[config.mk]
export PLATFORM = sky130hd
export DESIGN_NAME = gtoe_seq
export DESIGN_NICKNAME = d
export VERILOG_FILES = /design/src/hdl/gtoe_pkg.sv /design/src/hdl/gtoe_seq.sv
export SDC_FILE = /design/constraint.sdc
export NUM_CORES = 1
export LEC_CHECK = 0
export BUFFER_PORTS_ARGS = -buffer_cell sky130_fd_sc_hd__buf_2
export CORE_ASPECT_RATIO = 0.9
export CORE_MARGIN = 4
export CORE_UTILIZATION = 30
export CTS_CLUSTER_SIZE = 28
export DETAILED_ROUTE_END_ITERATION = 7
export PLACE_DENSITY_LB_ADDON = 0.08
export SYNTH_ARGS = -nofsm -noshare
export SYNTH_HDL_FRONTEND = slang
export SYNTH_SLANG_ARGS = --single-unit
[constraint.sdc]
create_clock -name clk -period 5.4 [get_ports clk]
set_input_delay 0.27 -clock clk [delete_from_list [all_inputs] [get_ports clk]]
set_output_delay 0.27 -clock clk [all_outputs]
set_load 0.02 [all_outputs]
[src/hdl/gtoe_pkg.sv]
// Types, codes and microcode layout of the topological order engine.
`default_nettype none

package gtoe_pkg;

	localparam logic [1:0] OP_CLEAR   = 2'd0;
	localparam logic [1:0] OP_DECLARE = 2'd1;
	localparam logic [1:0] OP_EDGE    = 2'd2;
	localparam logic [1:0] OP_RUN     = 2'd3;

	localparam logic [1:0] KIND_INPUT  = 2'd0;
	localparam logic [1:0] KIND_SHADER = 2'd1;
	localparam logic [1:0] KIND_BUFFER = 2'd2;
	localparam logic [1:0] KIND_OUTPUT = 2'd3;

	localparam logic [1:0] ST_ORDERED = 2'd0;
	localparam logic [1:0] ST_DONE    = 2'd1;
	localparam logic [1:0] ST_CYCLE   = 2'd2;
	localparam logic [1:0] ST_REJECT  = 2'd3;

	typedef logic [4:0] upc_t;

	localparam upc_t UPC_IDLE  = 5'd0;
	localparam upc_t UPC_EDGE0 = 5'd1;
	localparam upc_t UPC_EDGE1 = 5'd2;
	localparam upc_t UPC_EDGE2 = 5'd3;
	localparam upc_t UPC_EDGE3 = 5'd4;
	localparam upc_t UPC_RUN0  = 5'd5;
	localparam upc_t UPC_INIT0 = 5'd6;
	localparam upc_t UPC_INIT1 = 5'd7;
	localparam upc_t UPC_INIT2 = 5'd8;
	localparam upc_t UPC_POP   = 5'd9;
	localparam upc_t UPC_NODE  = 5'd10;
	localparam upc_t UPC_VISIT = 5'd11;
	localparam upc_t UPC_ECHK  = 5'd12;
	localparam upc_t UPC_TGT   = 5'd13;
	localparam upc_t UPC_RELAX = 5'd14;
	localparam upc_t UPC_END   = 5'd15;
	localparam upc_t UPC_CHECK = 5'd16;
	localparam upc_t UPC_RUNB  = 5'd17;
	localparam upc_t UPC_DONE  = 5'd18;

	typedef enum logic [4:0] {
		ACT_NONE,
		ACT_ACCEPT,
		ACT_RD_SRC,
		ACT_RD_DST,
		ACT_EDGE_SRC,
		ACT_EDGE_DST,
		ACT_PASS_A,
		ACT_PASS_B,
		ACT_INIT,
		ACT_RD_SEED,
		ACT_SEED,
		ACT_POP,
		ACT_RD_NODE,
		ACT_VISIT,
		ACT_RD_EDGE,
		ACT_RD_WORK,
		ACT_RELAX
	} act_t;

	typedef enum logic [2:0] {
		EM_NONE,
		EM_NODE,
		EM_REJECT,
		EM_CYCLE,
		EM_DONE
	} emit_t;

	typedef enum logic [3:0] {
		CND_NEXT,
		CND_ALWAYS,
		CND_DISPATCH,
		CND_REJECT,
		CND_MORE_NODES,
		CND_SP_ZERO,
		CND_K_DONE,
		CND_PASS_B,
		CND_MISMATCH
	} cond_t;

	typedef struct packed {
		act_t  act;
		emit_t emit;
		cond_t cond;
		upc_t  target;
	} ctrl_t;

	typedef struct packed {
		logic hold;
		logic op_edge;
		logic op_run;
		logic reject;
		logic more_nodes;
		logic sp_zero;
		logic k_done;
		logic pass_b;
		logic mismatch;
	} stat_t;

endpackage

`default_nettype wire

[src/hdl/gtoe_seq.sv]
// Microcode sequencer: step counter, control store and jump logic.
`default_nettype none

module gtoe_seq import gtoe_pkg::*; (
	input  wire   clk,
	input  wire   arst_n,
	input  stat_t stat,
	output ctrl_t ctrl
);

	upc_t upc_q;
	upc_t jump_pc;
	logic taken;

	function automatic ctrl_t rom(input upc_t pc);
		ctrl_t w;
		unique case (pc)
			UPC_IDLE:  w = '{ACT_ACCEPT,   EM_NONE,   CND_DISPATCH,   UPC_EDGE0};
			UPC_EDGE0: w = '{ACT_RD_SRC,   EM_NONE,   CND_NEXT,       UPC_IDLE};
			UPC_EDGE1: w = '{ACT_RD_DST,   EM_NONE,   CND_NEXT,       UPC_IDLE};
			UPC_EDGE2: w = '{ACT_EDGE_SRC, EM_REJECT, CND_REJECT,     UPC_IDLE};
			UPC_EDGE3: w = '{ACT_EDGE_DST, EM_NONE,   CND_ALWAYS,     UPC_IDLE};
			UPC_RUN0:  w = '{ACT_PASS_A,   EM_NONE,   CND_NEXT,       UPC_IDLE};
			UPC_INIT0: w = '{ACT_INIT,     EM_NONE,   CND_NEXT,       UPC_IDLE};
			UPC_INIT1: w = '{ACT_RD_SEED,  EM_NONE,   CND_NEXT,       UPC_IDLE};
			UPC_INIT2: w = '{ACT_SEED,     EM_NONE,   CND_MORE_NODES, UPC_INIT1};
			UPC_POP:   w = '{ACT_POP,      EM_NONE,   CND_SP_ZERO,    UPC_END};
			UPC_NODE:  w = '{ACT_RD_NODE,  EM_NONE,   CND_NEXT,       UPC_IDLE};
			UPC_VISIT: w = '{ACT_VISIT,    EM_NODE,   CND_NEXT,       UPC_IDLE};
			UPC_ECHK:  w = '{ACT_RD_EDGE,  EM_NONE,   CND_K_DONE,     UPC_POP};
			UPC_TGT:   w = '{ACT_RD_WORK,  EM_NONE,   CND_NEXT,       UPC_IDLE};
			UPC_RELAX: w = '{ACT_RELAX,    EM_NONE,   CND_ALWAYS,     UPC_ECHK};
			UPC_END:   w = '{ACT_NONE,     EM_CYCLE,  CND_PASS_B,     UPC_DONE};
			UPC_CHECK: w = '{ACT_NONE,     EM_NONE,   CND_MISMATCH,   UPC_IDLE};
			UPC_RUNB:  w = '{ACT_PASS_B,   EM_NONE,   CND_ALWAYS,     UPC_INIT0};
			UPC_DONE:  w = '{ACT_NONE,     EM_DONE,   CND_ALWAYS,     UPC_IDLE};
			default:   w = '{ACT_NONE,     EM_NONE,   CND_ALWAYS,     UPC_IDLE};
		endcase
		return w;
	endfunction

	assign ctrl = rom(upc_q);

	always_comb begin
		jump_pc = ctrl.target;
		unique case (ctrl.cond)
			CND_NEXT:       taken = 1'b0;
			CND_ALWAYS:     taken = 1'b1;
			CND_DISPATCH: begin
				taken = 1'b1;
				priority if (stat.op_run) begin
					jump_pc = UPC_RUN0;
				end else if (!stat.op_edge) begin
					jump_pc = UPC_IDLE;
				end
			end
			CND_REJECT:     taken = stat.reject;
			CND_MORE_NODES: taken = stat.more_nodes;
			CND_SP_ZERO:    taken = stat.sp_zero;
			CND_K_DONE:     taken = stat.k_done;
			CND_PASS_B:     taken = stat.pass_b;
			CND_MISMATCH:   taken = stat.mismatch;
			default:        taken = 1'b0;
		endcase
	end

	always_ff @(posedge clk or negedge arst_n) begin
		if (!arst_n) begin
			upc_q <= UPC_IDLE;
		end else if (!stat.hold) begin
			upc_q <= taken ? jump_pc : upc_q + upc_t'(1);
		end
	end

endmodule

`default_nettype wire

; Yosys cells after proc, flatten, opt, wreduce, memory -nomap -nowiden
; Memories as Yosys holds them, arrays and structs flattened.
; Cells that the tools add are included.
[word_totals]
latch_bits = 0
mem_bits_ro = 544
reg_bits = 5
out_inout_bits = 17
in_bits = 11
memories = 1
mem_bits_rw = 0
[memory_table]
columns = name, words, word_bits, rd, rd_clocked_by_memory_dff, write_ports, line
row1 = (no name shown), 32, 17, 1, 0, 0, gtoe_seq.sv:17  ; unique case (pc)
[op_classes]
bitwise = 0
eq_ne = 8
div = 0
muxes = 5
reduce_logical = 1
multipliers = 0
n_shift = 0
n_addsub = 1
n_lt_le_gt_ge = 0
[ops]
columns = cell, count
row1 = $mux 5, 4
row2 = $eq 4x3->1 const B, 4
row3 = $eq 4x2->1 const B, 2
row4 = $pmux 1 s7, 1
row5 = $add 5x1->5 const B, 1
row6 = $eq 4x1->1 const B, 1
row7 = $eq 4x4->1 const B, 1
row8 = $reduce_or 2->1, 1

; Logic depth before layout (Yosys ltp)
; Gate-level depths: netlist of the first run.
; An unclocked memory read counts as a cell.
[depth]
ltp_word = 5
depth_mapped = 9
mapped_depth_nobuf = 8

; Least setup slack after synthesis of the first run
; Ideal clock, no wire load.
[synth_timing]
path_kind = reg-to-reg
startpoint = register upc_q[1]
endpoint = register upc_q[3]
period_less_slack_ns = 2.605
path_stages_with_launch = 9
required_time_ns = 5.279
slack_ns = 2.795
path_buffers = 0
t_arrival_ns = 2.484
path_cell_list = dfrtp_1 -> inv_1 -> ha_1 -> nand2b_4 -> a32o_1 -> o211a_1 -> a2111oi_4 -> mux2_4 -> o22a_1
[synth_between]
elab_chain_len = 5
elab_cells_between_ends = 16
[synth_rtl]
columns = item, line
row1 = "start, declared", gtoe_seq.sv:11  ; upc_t upc_q;
row2 = "start signal, assigned", gtoe_seq.sv:71  ; upc_q <= taken ? jump_pc : upc_q + upc_t'(1);
row3 = $mem_v2 32x17, n/a
row4 = $eq 4x2->1 (tied with other cells), gtoe_seq.sv:46  ; unique case (ctrl.cond)
row5 = $reduce_or 2->1 (no source line) or $mux 5 (tied branches), n/a
row6 = $pmux 1 s7 or $mux 5 (tied branches), gtoe_seq.sv:46
row7 = $mux 5 (*), gtoe_seq.sv:71
; Mark *: on every way between the ends. The rest lies on a longest branch, timed or not.
; A chain may end at the register's enable or synchronous reset.

; Final worst setup path of the first run
; Ends and elaborated chain as after synthesis.

==> results of run 1 <==
[through the flow]
stage	setup slack (ns)	hold slack (ns)	utilization, %	area [um^2]
2_1_floorplan	2.79	-0.0256	-	983
3_3_place_gp	2.48	0.0873	34.8	1070
3_5_place_dp	2.44	0.0849	34.8	1070
6_report	2.45	0.371	36.0	1110
5_1_grt	2.27	0.406	36.0	1110
4_1_cts	2.43	0.366	36.0	1110
[per-layer routing]
| metal | track usage (%) | vias up | share of wire [%] |
|---|---|---|---|
| met2 | 20.0 | 22 | 49 |
| met5 | 0 | - | 0 |
| li1 | - | 487 | - |
| met3 | 0.541 | 0 | 3.8 |
| met4 | 2.98 | 0 | 0 |
| met1 | 18.4 | 466 | 47 |
[layout by cell type (no fill, tap or decap), types with 2 or more instances in the layout]
master,synthesis,final
nand3_1,3,3
nand2_1,8,8
nor3b_1,2,2
ha_1,11,11
mux2i_1,3,3
a211oi_1,2,2
a22o_1,2,2
inv_1,4,4
clkbuf_4,0,3
a221oi_1,2,2
and2_1,2,2
nand2b_1,3,3
dfrtp_1,5,5
o21ai_0,6,6
nor3_1,3,3
or2_2,2,2
a21oi_1,11,11
nor2_1,15,15
o211a_1,2,2
nand3b_1,3,3
buf_2,0,27
and3_1,3,3
[worst reg2reg max path: cells and delay by family (launching register included)]
family / cells / cell delay [ns]
compound gates: 4 / 1.30
fa+ha+maj: 1 / 0.32
buf+inv: 1 / 0.28
flops: 1 / 0.49
mux: 1 / 0.35
simple gates: 1 / 0.09
[kinds of logic after synthesis]
kind of cell / Yosys count / synth area share [%]
mux: 4 / 4.58
buf+inv: 13 / 11.3
compound gates: 38 / 30.3
fa+ha+maj: 11 / 14.0
flops: 5 / 12.7
simple gates: 49 / 27.1
[area by class of cell]
class | instances | area (um^2)
clock buffers | 4 | 26.3
inverters | 4 | 15.0
multi-input cells | 102 | 747
well taps | 42 | 52.6
fillers | 355 | 1980
flip-flops and latches | 5 | 125
repair buffers | 28 | 145
[cells in the mapped netlist (all sizes together), types with 4 or more instances]
cell and n:
nor2 15, dfrtp 5, a21oi 11, inv 4, buf 5, nand2b 4
ha 11, nand2 8, o21ai 6
[worst paths after layout]
check,startpoint,end,slack (ns),cells past startpoint
hold reg to reg,upc_q[0],upc_q[0],0.78,2
setup / recovery,upc_q[1],upc_q[3],2.45,8
min in group clk,stat[6],upc_q[2],0.40,3
max in group asynchronous,arst_n,upc_q[2],4.91,2
setup reg to reg,upc_q[1],upc_q[3],2.45,8
hold / removal,arst_n,upc_q[3],0.37,2
==> impl_results.md, run 1 <==
- Sequential area share after synthesis: 12.7%
- F_max: 339 MHz
- Top Registers: upc_q x5
- Placed Cells: 180
- CP delay by family, top: compound AO/OA/AOI/OAI gates
- Area leader, netlist: ha_1
- Number of port buffers: 27
- Ys Warns: 0
- CP Launch Type: register
- Reg with most FFs: upc_q
- Core outline area: 0.00309 mm^2
- # clock sinks: 5
- Critical path class: register to register
- DIE AREA: 0.00426 mm^2
- Crit path max fanout: 10
- Clk Latency, worst-skew pair: 0.23 ns
- CTS Buf Count: 3
- Mapped Nets: 142
- Post-Layout Cell Count: 185
- Top Ports: 28
- Largest stage delay on the critical path: 0.60 ns
- Hold-fix buffers, CTS: 1
- Post-synthesis cell area: just under 0.001 mm^2
- Ratio of final minimum period to clock period: about 55%
- Final WL: between 2000 and 3000 um
- Wire length of the first global-routing pass: 4270 um
- Wirelength per Cell: 14.2 um
- Max transition margin: between 30% and 40%
- # DRC: 0
- Outcome: completed
- Die Span X: roughly 68 um
- Buf+Inv Stages, Crit Path: 1
- Top FF cell, synth: dfrtp_1
- Kind of end point of the critical path: register
- Max Cap Viol: 0
- Post-synth EDFFs: 0
- Mapped Cells: 120
- Routed Antenna Nets: 0
- Share of layout cells above drive strength 1: between 20% and 30%
- Worst path arrival time: roughly 3.1 ns
- Vias per cell: ~5.3
- Top cells by area, synth: ha_1 14%, dfrtp_1 13%, nor2_1 5.7%
- Clock Pin Slew Worst Setup and Hold Paths: 0.04 ns
- Tot GR Track Use: between 10% and 20%
- Post-synth ARST share: 100%
- Post-CTS sizing: 0
- RSZ-0062 raised after global routing: false
- Root Buffer: clkbuf_4
- Depth of the CTS H-tree: 1
- Vias post-DR: 975
- Final Hold Fails: 0
- Largest net degree at the start of global routing: 30
- FF+latch count, synth: 5
- DP HPWL: 1990 um
- Clock Skew: 0.00128 ns
- Row count: 19
- Worst path required time: 5.52 ns
- Inserted Diodes: 0
- Nets@finish: between 150 and 200
- CTS tree: yes
- Vias in the first global route: 882
- Slew of the pin with the lowest slew margin: 0.901 ns
- GP Congestion: 0.777
- Post-CTS Setup Bufs: 0
- Max reg flops: 5
- Setup TNS: 0 ns
- Top cell type's share of synthesized area: 14.0%
- Setup violations, final: 0
- Area Overhead vs Synth: 13.0%
- Syn Area/Cell: 8.20 um^2
- Initial antenna violation count: 0
- Clock buffer depth: 2
- DR iter-0 viols: 62
- GRT Residual Overflow: 0
- Cell Chain, Critical Path: inv_1, ha_1, nand2b_4, a32o_1, o211a_1, a2111oi_4, mux2_4, o22a_1
- Highest-delay cell along the critical path: a2111oi_4
- Drt pass-1 iters: 4
- Vert. Die Dim: between 60 and 70 um
- Hold Crit Class: input port to async pin
- Clock period minus final worst setup slack: 2.95 ns
- Unique masters post-synth: 44
- Pins Over Slew Limit: 0
- Initial core utilization: 31.8%
Power of run 1 is not shown: default switching activity piles up to over one toggle a cycle in this logic, so the estimate is an artifact.
==> inputs of run 2 (changes only) <==
clock period = 2.7 ns   (was 5.4 ns; I/O delays follow)
==> run 2 against run 1 <==
  * Wire length decreased by 0.30%
  * Largest cell class unchanged
  * Worst hold slack got worse by 0.13 ns
  * Clock skew shrank 0.00050 ns
  * Sequential share of layout area fell by 0.73 points
  * Critical endpoint unchanged
  * Clock-buffer cell count unchanged
  * Non-clock buffer count grew 10
  * Die area is the same
  * Global-route usage up 0.28 points
  * Flip-flop and latch count unchanged
==> impl_results.md, run 2 (same netlist as run 1, synthesis figures left out) <==
- F_max: 400 MHz (was 339 MHz)
- Clock buffer depth: 2 (unchanged)
- Reg with most FFs: upc_q (unchanged)
- Vias per cell: 5.03 (was 5.27)
- DR iter-0 viols: 63 (was 62)
- Max transition margin: 67.9% (was 39.9%)
- Initial core utilization: 31.8% (unchanged)
- Clock Skew: 0.000778 ns (was 0.00128 ns)
- # DRC: 0 (unchanged)
- Clk Latency, worst-skew pair: 0.23 ns (about the same)
- Final WL: 2620 um (was 2630 um)
- Critical path class: register to register (unchanged)
- Worst path required time: 2.82 ns (was 5.52 ns)
- Routed Antenna Nets: 0 (unchanged)
- Vias post-DR: 980 (was 975)
- Area Overhead vs Synth: 20.9% (was 13.0%)
- Vias in the first global route: 962 (was 882)
- Post-layout util: 38.5% (was 36.0%)
- Most common cell after layout, fill and taps aside: buf_2 (unchanged)
- Vert. Die Dim: 62.3 um (unchanged)
- # clock sinks: 5 (unchanged)
- Die Span X: 68.4 um (unchanged)
- Kind of end point of the critical path: register (unchanged)
- Post-CTS Setup Bufs: 0 (unchanged)
- Drt pass-1 iters: 4 (unchanged)
- Setup violations, final: 0 (unchanged)
- Top Ports: 28 (unchanged)
- Share of layout cells above drive strength 1: 34.0% (was 28.7%)
- RSZ-0062 raised after global routing: false (unchanged)
- Clock Pin Slew Worst Setup and Hold Paths: 0.04 ns (about the same)
- Initial antenna violation count: 0 (unchanged)
- Final Hold Fails: 0 (unchanged)
- DIE AREA: 0.00426 mm^2 (unchanged)
- Max reg flops: 5 (unchanged)
- Depth of the CTS H-tree: 1 (unchanged)
- Inserted Diodes: 0 (unchanged)
- Clock period minus final worst setup slack: 2.50 ns (was 2.95 ns)
- Hold Crit Class: input port to async pin (unchanged)
- Outcome: completed (unchanged)
- CTS Buf Count: 3 (unchanged)
- DP HPWL: 2200 um (was 1990 um)
- Setup TNS: 0 ns (unchanged)
- Worst path arrival time: 2.62 ns (was 3.06 ns)
- Ratio of final minimum period to clock period: 92.6% (was 54.6%)
- Number of port buffers: 27 (unchanged)
- Post-Layout Cell Count: 195 (was 185)
- Largest net degree at the start of global routing: 18 (was 30)
- Wire length of the first global-routing pass: 4360 um (was 4270 um)
- Wirelength per Cell: 13.5 um (was 14.2 um)
- Root Buffer: clkbuf_4 (unchanged)
- Max Cap Viol: 0 (unchanged)
- Core outline area: 0.00309 mm^2 (unchanged)
- Fill count: 349 (was 355)
- Slew of the pin with the lowest slew margin: 0.482 ns (was 0.901 ns)
- Pins Over Slew Limit: 0 (unchanged)
- CP Launch Type: register (unchanged)
- Tot GR Track Use: 12.9% (was 12.6%)
- Crit path max fanout: 8 (was 10)
- Row count: 19 (unchanged)
- GP Congestion: 0.788 (was 0.777)
- Top Registers: upc_q x5 (unchanged)
- Placed Cells: 190 (was 180)
- Most frequent cells in the layout: 27 x buf_2, 15 x nor2_1, 11 x a21oi_1 (was 27 x buf_2, 15 x nor2_1, 11 x a21oi_1, 11 x ha_1, 8 x nand2_1)
- GRT Residual Overflow: 0 (unchanged)
- CTS tree: yes (unchanged)
- Nets@finish: 176 (was 166)
[run 2: cell type report]
class / instances / area, um^2 / share of cell area (%)
inverter: 4 / 15.0 / 1.26
clock buffer: 4 / 26.3 / 2.21
sequential: 5 / 125 / 10.5
tap: 42 / 52.6 / 4.42
timing repair buffer: 38 / 220 / 18.5
multi-input combinational: 102 / 749 / 63.1
[run 2: what timing repair did]
action | CTS | global route
endpoints found under the setup margin | 0 | 1
gates resized for setup | 0 | 1
hold buffers | 1 | 0
hold endpoints to repair | 5 | 0
[run 2: worst paths after layout]
check / depth (start not counted) / slack (ns) / startpoint / end
worst max-delay path: 8 / 0.20 / upc_q[1] / upc_q[3]
worst min-delay path: 2 / 0.24 / arst_n / upc_q[3]
worst max register to register: 8 / 0.20 / upc_q[1] / upc_q[3]
worst min register to register: 2 / 0.75 / upc_q[0] / upc_q[0]
max in group asynchronous: 2 / 2.33 / arst_n / upc_q[1]
min in group clk: 3 / 0.26 / stat[6] / upc_q[2]
[run 2: critical path, stage by stage (launching register included)]
cell and delay [ns]:
dfrtp_1 0.36, inv_1 0.22, ha_2 0.29, nand2b_4 0.08
a32o_1 0.28, o211a_1 0.24, a2111oi_4 0.41, mux2_4 0.33
o22a_1 0.17
[run 2: metrics by stage]
| step | area [um^2] | hold slack, ns | setup slack [ns] |
|---|---|---|---|
| after floorplan | 983 | -0.161 | 0.0946 |
| after global placement | 1150 | -0.0444 | 0.235 |
| after detailed placement | 1150 | -0.0436 | 0.157 |
| after CTS | 1190 | 0.232 | 0.149 |
| after global routing | 1190 | 0.252 | 0.0218 |
| final | 1190 | 0.236 | 0.201 |
[run 2: routing by layer]
layer | vias to the layer above | global-route usage, % | wire (um)
met2 | 14 | 21.1 | 1330
met1 | 459 | 17.8 | 1210
li1 | 507 | - | -
met3 | 0 | 1.26 | 84
met5 | - | 0 | 0
met4 | 0 | 2.98 | 0
Power of run 2 is left out for the same reason.
==> inputs of run 3 (changes only) <==
CORE_UTILIZATION = 47   (was 30)
==> run 3 against run 2 <==
  * Critical path depth unchanged
  * Utilization up 20 points
  * Cell area down 3.3%
  * Register-to-register slack worse by 0.03 ns
  * Sequential share of layout area up 0.36 points
  * Die area down 32%
  * First-iteration DRC count down 52%
  * Cell count down 9.7%
  * Non-clock buffer count down 2
  * Worst hold slack better by 0.0051 ns
==> impl_results.md, run 3 (same netlist as run 1, synthesis figures left out) <==
- Outcome: completed (unchanged)
- Fill count: 193 (was 349)
- Setup TNS: 0 ns (unchanged)
- Ratio of final minimum period to clock period: 93.8% (was 92.6%)
- Inserted Diodes: 0 (unchanged)
- Initial antenna violation count: 0 (unchanged)
- Highest-delay cell along the critical path: a2111oi_4 (unchanged)
- RSZ-0062 raised after global routing: false (unchanged)
- Most frequent cells in the layout: 27 x buf_2, 15 x nor2_1, 11 x a21oi_1, 11 x ha_1 (was 27 x buf_2, 15 x nor2_1, 11 x a21oi_1)
- Depth of the CTS H-tree: 1 (unchanged)
- Met1 WL: 1150 um (was 1210 um)
- FF-to-FF Start: upc_q[1] (unchanged)
- Wire length of the first global-routing pass: 4370 um (was 4360 um)
- Row count: 15 (was 19)
- CP delay by family, top: compound AO/OA/AOI/OAI gates (unchanged)
- Pins Over Slew Limit: 0 (unchanged)
- Vias per cell: 5.78 (was 5.03)
- Clock Skew: 0.00201 ns (was 0.000778 ns)
- WP depth: 8 (unchanged)
- Routed Antenna Nets: 0 (unchanged)
- Tot GR Track Use: 18.5% (was 12.9%)
- DR iter-0 viols: 30 (was 63)
- Clock buffer depth: 2 (unchanged)
- Die Span X: 56.2 um (was 68.4 um)
- DIE AREA: 0.00289 mm^2 (was 0.00426 mm^2)
- Cell Chain, Critical Path: inv_1, ha_1, nand2b_4, a32o_1, o211a_1, a2111oi_4, mux2_4, o22a_1 (was inv_1, ha_2, nand2b_4, a32o_1, o211a_1, a2111oi_4, mux2_4, o22a_1)
- Drt pass-1 iters: 4 (unchanged)
- Max Cap Viol: 0 (unchanged)
- Post-CTS Setup Bufs: 0 (unchanged)
- Vert. Die Dim: 51.4 um (was 62.3 um)
- Slew of the pin with the lowest slew margin: 0.509 ns (was 0.482 ns)
- CTS tree: yes (unchanged)
- Largest stage delay on the critical path: 0.42 ns (was 0.41 ns)
- Core outline area: 0.00195 mm^2 (was 0.00309 mm^2)
- Clock period minus final worst setup slack: 2.53 ns (was 2.50 ns)
- Nets@finish: 174 (was 176)
- F_max: 395 MHz (was 400 MHz)
- CTS Buf Count: 3 (unchanged)
- Top Registers: upc_q x5 (unchanged)
- Hold Crit Class: input port to async pin (unchanged)
- Largest net degree at the start of global routing: 19 (was 18)
- Setup crit start: upc_q[1] (unchanged)
- DP HPWL: 2070 um (was 2200 um)
- Top Ports: 28 (unchanged)
- Most common cell after layout, fill and taps aside: buf_2 (unchanged)
- Wirelength per Cell: 14.8 um (was 13.5 um)
- # DRC: 0 (unchanged)
- Vias in the first global route: 976 (was 962)
- Max transition margin: 66.1% (was 67.9%)
- Root Buffer: clkbuf_4 (unchanged)
- Kind of end point of the critical path: register (unchanged)
- Final WL: 2600 um (was 2620 um)
- Routed wl met2: 1310 um (was 1330 um)
- Setup violations, final: 0 (unchanged)
- Share of layout cells above drive strength 1: 32.5% (was 34.0%)
- Final Hold Fails: 0 (unchanged)
- R2R depth: 8 (unchanged)
- Clock Pin Slew Worst Setup and Hold Paths: 0.04 ns (about the same)
- GP Congestion: 0.887 (was 0.788)
- Met3 wire length: 134 um (was 84 um)
- Vias post-DR: 1017 (was 980)
- GRT Residual Overflow: 0 (unchanged)
- Critical path class: register to register (unchanged)
- Worst path arrival time: 2.65 ns (was 2.62 ns)
- Area Overhead vs Synth: 16.9% (was 20.9%)
- Crit path max fanout: 6 (was 8)
- Top layer in use: met3 (unchanged)
- Number of port buffers: 27 (unchanged)
- Buf+Inv Stages, Crit Path: 1 (unchanged)
- Clk Latency, worst-skew pair: 0.24 ns (was 0.23 ns)
- Worst path required time: 2.82 ns (about the same)
- # clock sinks: 5 (unchanged)
- Reg with most FFs: upc_q (unchanged)
- Initial core utilization: 50.4% (was 31.8%)
- Max reg flops: 5 (unchanged)
- CP Launch Type: register (unchanged)
-- run 3: path summary, 6_finish.rpt --
check,slack [ns],to
worst max-delay path,0.17,upc_q[3]
worst min-delay path,0.24,upc_q[0]
worst max register to register,0.17,upc_q[3]
worst min register to register,0.70,upc_q[4]
max in group asynchronous,2.33,upc_q[1]
min in group clk,0.26,upc_q[2]
-- run 3: timing repair --
item	4_1_cts	5_1_grt
hold endpoints to repair	5	0
gates resized for setup	0	0
hold buffers	1	0
-- run 3: routing by layer --
metal	vias to the layer above	track usage, %
met3	0	1.26
li1	506	-
met1	483	25.3
met4	0	5.93
met5	-	0
met2	28	31.1
-- run 3: layout make-up --
cell class	count	area (um^2)	area share (%)
Clock buffer	4	26.3	2.29
Timing Repair Buffer	36	205	17.8
Sequential cell	5	125	10.9
Multi-Input combinational cell	102	747	65.0
Inverter	4	15.0	1.31
Tap cell	25	31.3	2.72
-- run 3: metrics by stage --
stage                     area, um^2  util (%)  std cells  hold slack [ns]  setup WS [ns]
after floorplan                  983         -        120           -0.161         0.0946
after global placement          1110      57.1        171          -0.0453          0.217
after detailed placement        1110      57.1        171          -0.0441          0.192
after CTS                       1150      58.9        176            0.234          0.175
after global routing            1150      58.9        176            0.256         0.0402
final                           1150      58.9        176            0.241          0.168
Power of run 3 is left out for the same reason.
